File: config.mk
export PLATFORM = sky130hd
export DESIGN_NAME = line_normalizing_crc16_flat
export DESIGN_NICKNAME = d
export VERILOG_FILES = /design/src/rtl/lncrc_pkg.sv /design/src/rtl/lncrc_if.sv /design/src/rtl/lncrc_core.sv /design/src/rtl/line_normalizing_crc16.sv /design/src/flat_wrapper.sv
export SDC_FILE = /design/constraint.sdc
export NUM_CORES = 1
export LEC_CHECK = 0
export BUFFER_PORTS_ARGS = -buffer_cell sky130_fd_sc_hd__buf_2
export CAP_MARGIN = 20
export CORE_UTILIZATION = 45
export CTS_CLUSTER_DIAMETER = 40
export CTS_CLUSTER_SIZE = 25
export DETAILED_ROUTE_END_ITERATION = 16
export PLACE_DENSITY_LB_ADDON = 0.08
export SYNTH_ARGS = -nofsm -noshare
export SYNTH_HDL_FRONTEND = slang
export SYNTH_SLANG_ARGS = --single-unit
File: constraint.sdc
create_clock -name clk -period 11.1 [get_ports clk]
set_input_delay 1.11 -clock clk [delete_from_list [all_inputs] [get_ports clk]]
set_output_delay 1.11 -clock clk [all_outputs]
set_load 0.01 [all_outputs]
File: src/rtl/lncrc_pkg.sv
package lncrc_pkg;

  localparam int unsigned CRC_W  = 16;
  localparam int unsigned BYTE_W = 8;

  localparam logic [CRC_W-1:0]  CRC_POLY        = 16'h1021;
  localparam logic [BYTE_W-1:0] HIGH_BYTE_START = 8'd128;
  localparam logic [BYTE_W-1:0] CH_QUESTION     = 8'h3F;
  localparam logic [BYTE_W-1:0] CH_SPACE        = 8'h20;
  localparam logic [BYTE_W-1:0] CH_CR           = 8'h0D;
  localparam logic [BYTE_W-1:0] CH_LF           = 8'h0A;

  // One input request after byte mapping.
  typedef struct packed {
    logic [BYTE_W-1:0] data_byte;
    logic              line_last;
    logic              list_start;
  } item_t;

  // Bytes of 128 and above enter the CRC as a question mark.
  function automatic logic [BYTE_W-1:0] map_byte(input logic [BYTE_W-1:0] raw);
    map_byte = (raw >= HIGH_BYTE_START) ? CH_QUESTION : raw;
  endfunction

  // One byte through CRC-16/XMODEM, MSB first; flattens to an XOR network.
  function automatic logic [CRC_W-1:0] crc_byte(input logic [CRC_W-1:0] crc,
                                                input logic [BYTE_W-1:0] b);
    logic [CRC_W-1:0] c;
    c = crc ^ {b, {(CRC_W-BYTE_W){1'b0}}};
    for (int i = 0; i < BYTE_W; i++) begin
      if (c[CRC_W-1]) begin
        c = {c[CRC_W-2:0], 1'b0} ^ CRC_POLY;
      end else begin
        c = {c[CRC_W-2:0], 1'b0};
      end
    end
    crc_byte = c;
  endfunction

  // Appending CR LF is a fixed affine map of the CRC.
  function automatic logic [CRC_W-1:0] crc_crlf(input logic [CRC_W-1:0] crc);
    crc_crlf = crc_byte(crc_byte(crc, CH_CR), CH_LF);
  endfunction

endpackage

File: src/rtl/lncrc_if.sv
interface lncrc_in_if;
  import lncrc_pkg::*;

  logic              valid;
  logic              ready;
  logic [BYTE_W-1:0] data_byte;
  logic              line_last;
  logic              list_start;

  modport source (output valid, data_byte, line_last, list_start, input ready);
  modport sink   (input valid, data_byte, line_last, list_start, output ready);
endinterface

interface lncrc_out_if;
  import lncrc_pkg::*;

  logic             valid;
  logic             ready;
  logic [CRC_W-1:0] list_crc;
  logic             crc_match;

  modport source (output valid, list_crc, crc_match, input ready);
  modport sink   (input valid, list_crc, crc_match, output ready);
endinterface

File: src/rtl/lncrc_core.sv
module lncrc_core (
  input  logic                       clk,
  input  logic                       rst,
  input  logic                       advance,
  input  lncrc_pkg::item_t           item,
  output logic [lncrc_pkg::CRC_W-1:0] line_crc
);
  import lncrc_pkg::*;

  logic [CRC_W-1:0]  crc_through_all;
  logic [CRC_W-1:0]  crc_through_nonspace;
  logic [BYTE_W-1:0] held_byte;
  logic              held_valid;

  logic [CRC_W-1:0]  crc_through_all_next;
  logic [CRC_W-1:0]  crc_through_nonspace_next;
  logic [BYTE_W-1:0] held_byte_next;
  logic              held_valid_next;

  logic [CRC_W-1:0] all0, ns0, all1, ns1, all2, ns2;
  logic             hv0;
  logic             commit_held;
  logic             commit_cur;

  // Normalisation: commit the held byte, then the current one, then close the line.
  always_comb begin
    all0 = item.list_start ? '0 : crc_through_all;
    ns0  = item.list_start ? '0 : crc_through_nonspace;
    hv0  = item.list_start ? 1'b0 : held_valid;

    // A CR just before the final LF is dropped.
    commit_held = hv0 && !(item.line_last && item.data_byte == CH_LF && held_byte == CH_CR);
    all1 = commit_held ? crc_byte(all0, held_byte) : all0;
    ns1  = (commit_held && held_byte != CH_SPACE) ? all1 : ns0;

    // A final LF or CR never enters the CRC.
    commit_cur = item.data_byte != CH_LF && item.data_byte != CH_CR;
    all2 = commit_cur ? crc_byte(all1, item.data_byte) : all1;
    ns2  = (commit_cur && item.data_byte != CH_SPACE) ? all2 : ns1;

    line_crc = crc_crlf(ns2);

    if (item.line_last) begin
      crc_through_all_next      = line_crc;
      crc_through_nonspace_next = line_crc;
      held_byte_next            = '0;
      held_valid_next           = 1'b0;
    end else begin
      crc_through_all_next      = all1;
      crc_through_nonspace_next = ns1;
      held_byte_next            = item.data_byte;
      held_valid_next           = 1'b1;
    end
  end

  // Running CRCs and the one-byte holdback.
  always_ff @(posedge clk) begin
    if (rst) begin
      crc_through_all      <= '0;
      crc_through_nonspace <= '0;
      held_byte            <= '0;
      held_valid           <= 1'b0;
    end else if (advance) begin
      crc_through_all      <= crc_through_all_next;
      crc_through_nonspace <= crc_through_nonspace_next;
      held_byte            <= held_byte_next;
      held_valid           <= held_valid_next;
    end
  end

endmodule

File: src/rtl/line_normalizing_crc16.sv
// The input register takes each accepted request; the result register loads from it as the
// request advances. Throughput: one byte per cycle, but a line end waits on a full result.
// The running CRC update is combinational.
// A result is produced only for a request that marks a line's last byte.
// Reset (rst, synchronous, active high) empties both registers, clears the line CRCs
// and the holdback, and sets the expected CRC to zero.
module line_normalizing_crc16 (
  input  logic                        clk,
  input  logic                        rst,
  input  logic                        cfg_wr_en,
  input  logic [lncrc_pkg::CRC_W-1:0] cfg_wr_data,
  lncrc_in_if.sink                    item_in,
  lncrc_out_if.source                 result_out
);
  import lncrc_pkg::*;

  logic             expected_crc;
  logic [CRC_W-1:0] expected_crc_val;
  item_t            in_item;
  logic             in_vld;
  logic             out_vld;
  logic [CRC_W-1:0] out_crc;
  logic             out_match;
  logic [CRC_W-1:0] line_crc;
  logic             res_free;
  logic             advance;

  // A request moves on unless it would produce a result and the result register is full.
  assign res_free      = !out_vld || result_out.ready;
  assign advance       = in_vld && (!in_item.line_last || res_free);
  assign item_in.ready = !in_vld || advance;

  // Expected CRC register.
  always_ff @(posedge clk) begin
    if (rst) begin
      expected_crc_val <= '0;
    end else if (cfg_wr_en) begin
      expected_crc_val <= cfg_wr_data;
    end
  end

  assign expected_crc = (line_crc == expected_crc_val);

  // Input register, mapping high bytes on the way in.
  always_ff @(posedge clk) begin
    if (rst) begin
      in_vld <= 1'b0;
    end else if (item_in.valid && item_in.ready) begin
      in_vld <= 1'b1;
    end else if (advance) begin
      in_vld <= 1'b0;
    end
  end

  always_ff @(posedge clk) begin
    if (item_in.valid && item_in.ready) begin
      in_item.data_byte  <= map_byte(item_in.data_byte);
      in_item.line_last  <= item_in.line_last;
      in_item.list_start <= item_in.list_start;
    end
  end

  lncrc_core u_core (
    .clk      (clk),
    .rst      (rst),
    .advance  (advance),
    .item     (in_item),
    .line_crc (line_crc)
  );

  // Result register.
  always_ff @(posedge clk) begin
    if (rst) begin
      out_vld <= 1'b0;
    end else if (advance && in_item.line_last) begin
      out_vld <= 1'b1;
    end else if (result_out.ready) begin
      out_vld <= 1'b0;
    end
  end

  always_ff @(posedge clk) begin
    if (advance && in_item.line_last) begin
      out_crc   <= line_crc;
      out_match <= expected_crc;
    end
  end

  assign result_out.valid     = out_vld;
  assign result_out.list_crc  = out_crc;
  assign result_out.crc_match = out_match;

endmodule
File: src/flat_wrapper.sv
// flat-port wrapper written by rule: the top's interface ports become plain ports
module line_normalizing_crc16_flat import lncrc_pkg::*;
  (clk, rst, cfg_wr_en, cfg_wr_data, item_in_valid, item_in_data_byte, item_in_line_last, item_in_list_start, item_in_ready, result_out_valid, result_out_list_crc, result_out_crc_match, result_out_ready);
  lncrc_in_if item_in_i ();
  lncrc_out_if result_out_i ();
  input  logic clk;
  input  logic rst;
  input  logic cfg_wr_en;
  input  logic [lncrc_pkg::CRC_W-1:0] cfg_wr_data;
  input wire logic [$bits(item_in_i.valid)-1:0] item_in_valid;
  input wire logic [$bits(item_in_i.data_byte)-1:0] item_in_data_byte;
  input wire logic [$bits(item_in_i.line_last)-1:0] item_in_line_last;
  input wire logic [$bits(item_in_i.list_start)-1:0] item_in_list_start;
  output wire logic [$bits(item_in_i.ready)-1:0] item_in_ready;
  output wire logic [$bits(result_out_i.valid)-1:0] result_out_valid;
  output wire logic [$bits(result_out_i.list_crc)-1:0] result_out_list_crc;
  output wire logic [$bits(result_out_i.crc_match)-1:0] result_out_crc_match;
  input wire logic [$bits(result_out_i.ready)-1:0] result_out_ready;
  assign item_in_i.valid = item_in_valid;
  assign item_in_i.data_byte = item_in_data_byte;
  assign item_in_i.line_last = item_in_line_last;
  assign item_in_i.list_start = item_in_list_start;
  assign item_in_ready = item_in_i.ready;
  assign result_out_valid = result_out_i.valid;
  assign result_out_list_crc = result_out_i.list_crc;
  assign result_out_crc_match = result_out_i.crc_match;
  assign result_out_i.ready = result_out_ready;
  line_normalizing_crc16 u_core (.clk(clk), .rst(rst), .cfg_wr_en(cfg_wr_en), .cfg_wr_data(cfg_wr_data), .item_in(item_in_i), .result_out(result_out_i));
endmodule
After elaboration in Yosys (flattened, before gate mapping)

Cells that the tools add are included.

Input bits: 31
Flip-flop bits (word level): 86
Bits in read-only memories: 0
RAM bits: 0
Output and inout port bits: 19
Bits in latches: 0
Word-level logic and storage cells: 121
Memories kept: 0

$add $sub $neg: 0
Divide/modulo/power cells: 0
Shift-type cells: 0
Equal/unequal tests: 7
Muxes and demuxes: 47
Magnitude comparators: 1
Multipliers: 0
Reductions and logical operators: 18
Bitwise logic cells: 36

Operators with widths:

| cell                                                                     | number |
|---|---|
| 13-bit two-way mux                                                       | 32 |
| 16-bit two-way mux                                                       | 8 |
| 3-bit NOT                                                                | 33 |
| 16-bit bitwise XOR                                                       | 2 |
| 16-bit equality test                                                     | 1 |
| 8-bit by 4-bit equality test with 1-bit output (second input constant)   | 2 |
| 8-bit by 4-bit inequality test with 1-bit output (second input constant) | 2 |
| 8-bit by 6-bit inequality test with 1-bit output (second input constant) | 2 |
| 1-bit logical AND                                                        | 9 |
| 8-bit >= comparator (second input constant)                              | 1 |
| 8-bit two-way mux                                                        | 1 |
| 1-bit two-way mux                                                        | 6 |
| 1-bit logical NOT                                                        | 4 |
| 2-bit nonzero test                                                       | 2 |
| 1-bit logical OR                                                         | 3 |
| 2-bit NOT                                                                | 1 |

Longest topological paths before layout

Word-level depth: 73
Depth in mapped cells: 17
Depth with buffers taken out: 14

Hierarchy

From an unflattened synthesis, not the netlist that was laid out.

Cell total of the unflattened synthesis: 673
Area, all modules: 6173.4 um^2

By module, submodules not included:

| module                 | cells each | seq. area each (um^2) | instances | area each (um^2) |
|---|---|---|---|---|
| lncrc_core             | 553        | 820.8                 | 1         | 4473.0 |
| line_normalizing_crc16 | 120        | 1171.1                | 1         | 1700.4 |

Least setup slack after synthesis

Ideal clock, no wire load.

Kind: register -> register
Start: reg u_core.in_item[6] in the netlist's numbering
End: reg u_core.out_match (netlist: u_core.result_out.crc_match) (data pin)
Buffers on the path: 1
Period minus slack after synthesis: 4849 ps
Arrival: 4673 ps
Cell stages (with the launch flop): 15
Slack: 6251 ps
Cells stage by stage: edfxtp_1 > or3_1 > or4_1 > buf_2 > o21ai_4 > mux2i_1 > xor2_1 > xnor3_1 > a21oi_1 > xnor3_1 > xnor2_1 > nor4_1 > a21boi_0 > o22ai_1 > nor4_1

Word-level cells in the longest chain between the ends: 35

Ends and longest elaborated chain:

| element                                                             | line                         | RTL |
|---|---|---|
| start, declared                                                     | line_normalizing_crc16.sv:19 | `item_t in_item;` |
| 8-bit by 4-bit equality test with 1-bit output                      | lncrc_core.sv:32             | `commit_held = hv0 && !(item.line_last && item.data_byte == CH_LF && held_byte == CH_CR);` |
| 1-bit logical AND (2 in a row)                                      | lncrc_core.sv:32             |  |
| 1-bit logical NOT                                                   | lncrc_core.sv:32             |  |
| 1-bit logical AND                                                   | lncrc_core.sv:32             |  |
| 16-bit two-way mux                                                  | lncrc_core.sv:33             | `all1 = commit_held ? crc_byte(all0, held_byte) : all0;` |
| 16-bit bitwise XOR                                                  | lncrc_pkg.sv:29              | `c = crc ^ {b, {(CRC_W-BYTE_W){1'b0}}};` |
| 13-bit two-way mux / 3-bit NOT (equally long branches) (3 in a row) | n/a                          |  |
| 13-bit two-way mux                                                  | lncrc_pkg.sv:31              | `if (c[CRC_W-1]) begin` |
| (+15 left out)                                                      | n/a                          |  |
| 13-bit two-way mux / 3-bit NOT (equally long branches) (2 in a row) | n/a                          |  |
| 13-bit two-way mux                                                  | lncrc_pkg.sv:31              |  |
| 3-bit NOT (no line) / 13-bit two-way mux (equally long branches)    | n/a                          |  |
| 13-bit two-way mux (2 in a row)                                     | lncrc_pkg.sv:31              |  |
| 13-bit two-way mux / 3-bit NOT (equally long branches)              | n/a                          |  |
| 13-bit two-way mux                                                  | lncrc_pkg.sv:31              |  |
| 16-bit equality test (*)                                            | line_normalizing_crc16.sv:42 | `assign expected_crc = (line_crc == expected_crc_val);` |
| net u_core.expected_crc                                             | line_normalizing_crc16.sv:17 | `logic expected_crc;` |
| end signal, assigned                                                | line_normalizing_crc16.sv:85 | `out_match <= expected_crc;` |
| end, declared                                                       | line_normalizing_crc16.sv:23 | `logic out_match;` |

The timed path passes the listed nets; every way through them passes the cells marked *.
A chain may end at the register's enable or synchronous reset.

Final worst setup path

Same ends and word-level chain as after synthesis.

==> reports/metrics.cfg <==
[clocking]
postCtsSetupBuffers=0
cts_tree=built
cts_made_buffers=9
worst_setup_hold_path_clk_slew_ps=60
hold_buffers=0
clk_path_buf_depth=2
cts_root_buffer=clkbuf_16
cts.sinks=86
clock_latency_ps=350
cts.htree.levels=3
cts_resized=0

[job]
drv_cap=0

[yosys]
synthFlopType=dfxtp_1
ys_seq_elements=86
yosysWarnings=0
synth_cell_types=65
synthCells=664
synth_nets=695
yosysSeqAreaShare=0.332
avgSynthCellArea_um2=9.03
synth_edf_count=27
async_reset_ff_frac=0
netlist_area_mm2=0.00600

[sta]
relSlewSlack=0.248
setup_viol=0
timing.fmax_ghz=0.182
period_share=0.496
setup_tns_ps=0
rsz0062_at_grt=no
tightest_slew_ps=1120
holdWs_ps=462
finalHoldViolCount=0
fin_crit_ps=5500
slew_viol_final=0
finClkSkew_ps=6.07

[final_layout]
nFillCells=1239
layout_commonest_cell=nor2_1
final_cell_mix=nor2_1 (70), nand2_1 (68), dfxtp_1 (59)
drive_above_1_share=0.156
final_nets=714
finalInstanceArea_mm2=0.00667
area_growth_pct=11.2
antenna_cells=0
post-route-util=0.520

[worst_setup_path]
setup.worst_path.start_class=flop
cp.required_ps=11270
r2r-end=u_core.result_out.crc_match
reg2reg_from=u_core.in_item[6]
path_max_fanout=10
cp-end-kind=flop
worst_r2r_path_depth=13
r2r_slack_ps=5600
critical_path_class=reg2reg
arrival_ps=5670

[worst_hold_path]
hold_class=reg2reg
min_from=u_core.u_core.crc_through_nonspace[14]
min_path_cells=2
holdPathEnd=u_core.u_core.crc_through_nonspace[14]

[routing]
vias=4906
finalWirelength_mm=16.6
antenna_left=0
vias_per_cell=5.71
route.detailed.drc=0
wire_per_inst_um=19.3
drt_iter0_markers=364
first_pass_iters=5

[power]
power_frac_clock=0.181
powerDensity_mw_per_mm2=264
pwr-share-seq=0.258
p_leak_uw=0.00256
p_switching_uw=749
swShare=0.425
comb_power_share=0.561
p_int_uw=1010
vdd_drop_max_v=0.000182

[die]
fp.coreArea_mm2=0.0128
die_w_um=117
ios=50
dieArea_mm2=0.0138
initial_utilization=0.468
die_h_um=117
num_rows=41

[global_route]
grt_pass1_wl_mm=26.8
overflow=0
grt_max_degree=58
grt_pass1_vias=4751
antenna_found_initial=0
track_usage=0.251

[run_status]
outcome=completed

[placed_design]
placed_cell_area_mm2=0.00634
place_hpwl_mm=12.0
place_congestion=0.899
numPortBuffers=49

-- cell usage after synthesis (all sizes together), types with 7 or more instances --
library cell / number / area share
or2: 8 / 0.0083
buf: 11 / 0.0079
nor3b: 7 / 0.0088
nor2b: 7 / 0.0073
a211oi: 13 / 0.016
nand3: 15 / 0.013
edfxtp: 27 / 0.14
nor2: 71 / 0.044
inv: 15 / 0.0094
mux2i: 37 / 0.066
o211ai: 17 / 0.021
xor2: 37 / 0.063
clkbuf: 39 / 0.024
nand4: 8 / 0.0083
nand2: 68 / 0.043
xnor3: 15 / 0.056
o21ai: 25 / 0.023
xnor2: 47 / 0.080
dfxtp: 59 / 0.20
a21oi: 48 / 0.040
nor3: 9 / 0.0075
-- cells by family (layout without fill, tap and decap cells) --
group,count (synthesis),in the layout,synth area share
other,1,1,0.000625
AO/OA/AOI/OAI,141,141,0.160
flip-flops,86,86,0.332
buffers and inverters,65,88,0.0417
XOR/XNOR,101,101,0.208
multiplexers,40,40,0.0716
AND/OR/NAND/NOR,230,230,0.186
-- layer usage --
metal	up-vias	track usage	routed length, um
met5	-	0	0
met2	146	0.386	7430
met1	2363	0.349	7930
li1	2376	-	-
met4	0	0.0666	286
met3	21	0.0647	919
-- worst max path at each step --
stage	start	to	slack, ps	cells after the start
after global placement	u_core.in_item[6]	u_core.result_out.crc_match	5820	13
after CTS	u_core.in_item[6]	u_core.result_out.crc_match	5620	13
after global routing	u_core.in_item[6]	u_core.result_out.crc_match	5150	13
after floorplan	u_core.in_item[6]	u_core.result_out.crc_match	6250	14
after detailed placement	u_core.in_item[6]	u_core.result_out.crc_match	5630	13
final	u_core.in_item[6]	u_core.result_out.crc_match	5600	13
-- worst max-delay path: stages, from the launching register on --
cell	delay [ps]
edfxtp_1	540
or3_1	470
or4_1	670
o21ai_4	360
mux2i_1	320
xor2_1	360
xnor3_1	380
a21oi_1	530
xnor3_1	670
xnor2_1	190
nor4_1	170
a21boi_0	210
o22ai_1	120
nor4_1	300
-- flip-flops by register name (all words and copies together) (netlist names) --
signal and flops:
u_core.expected_crc_val 16, u_core.in_item 10, u_core.in_vld 1, u_core.result_out.crc_match 1, u_core.result_out.list_crc 16, u_core.result_out.valid 1
u_core.u_core.crc_through_all 16, u_core.u_core.crc_through_nonspace 16, u_core.u_core.held_byte 8, u_core.u_core.held_valid 1
-- per-stage QoR --
| stage | power (uW) | instances | worst slack [ps] |
|---|---|---|---|
| after global placement | 1430 | 842 | 5820 |
| final | 1760 | 859 | 5600 |
| after CTS | 1760 | 858 | 5620 |
| after detailed placement | 1430 | 843 | 5630 |
| after floorplan | 1190 | 664 | 6250 |
| after global routing | 1860 | 859 | 5150 |
-- power groups by stage --
stage          Sequential, uW  Combinational (uW)  Clock, uW
2_1_floorplan             453                 737          0
6_report                  454                 989        319
3_5_place_dp              459                 973          0
3_3_place_gp              458                 967          0
5_1_grt                   459                1060        338
4_1_cts                   453                 982        324
-- area by class of cell --
type	instances	area (um^2)	area share
tap	172	215	0.0323
clock inverter	3	42.5	0.00638
clock buffer	12	268	0.0401
sequential	86	1990	0.299
multi-input combinational	513	3760	0.564
inverter	15	56.3	0.00844
timing repair buffer	58	333	0.0499
(Power assumes the default switching activity.)
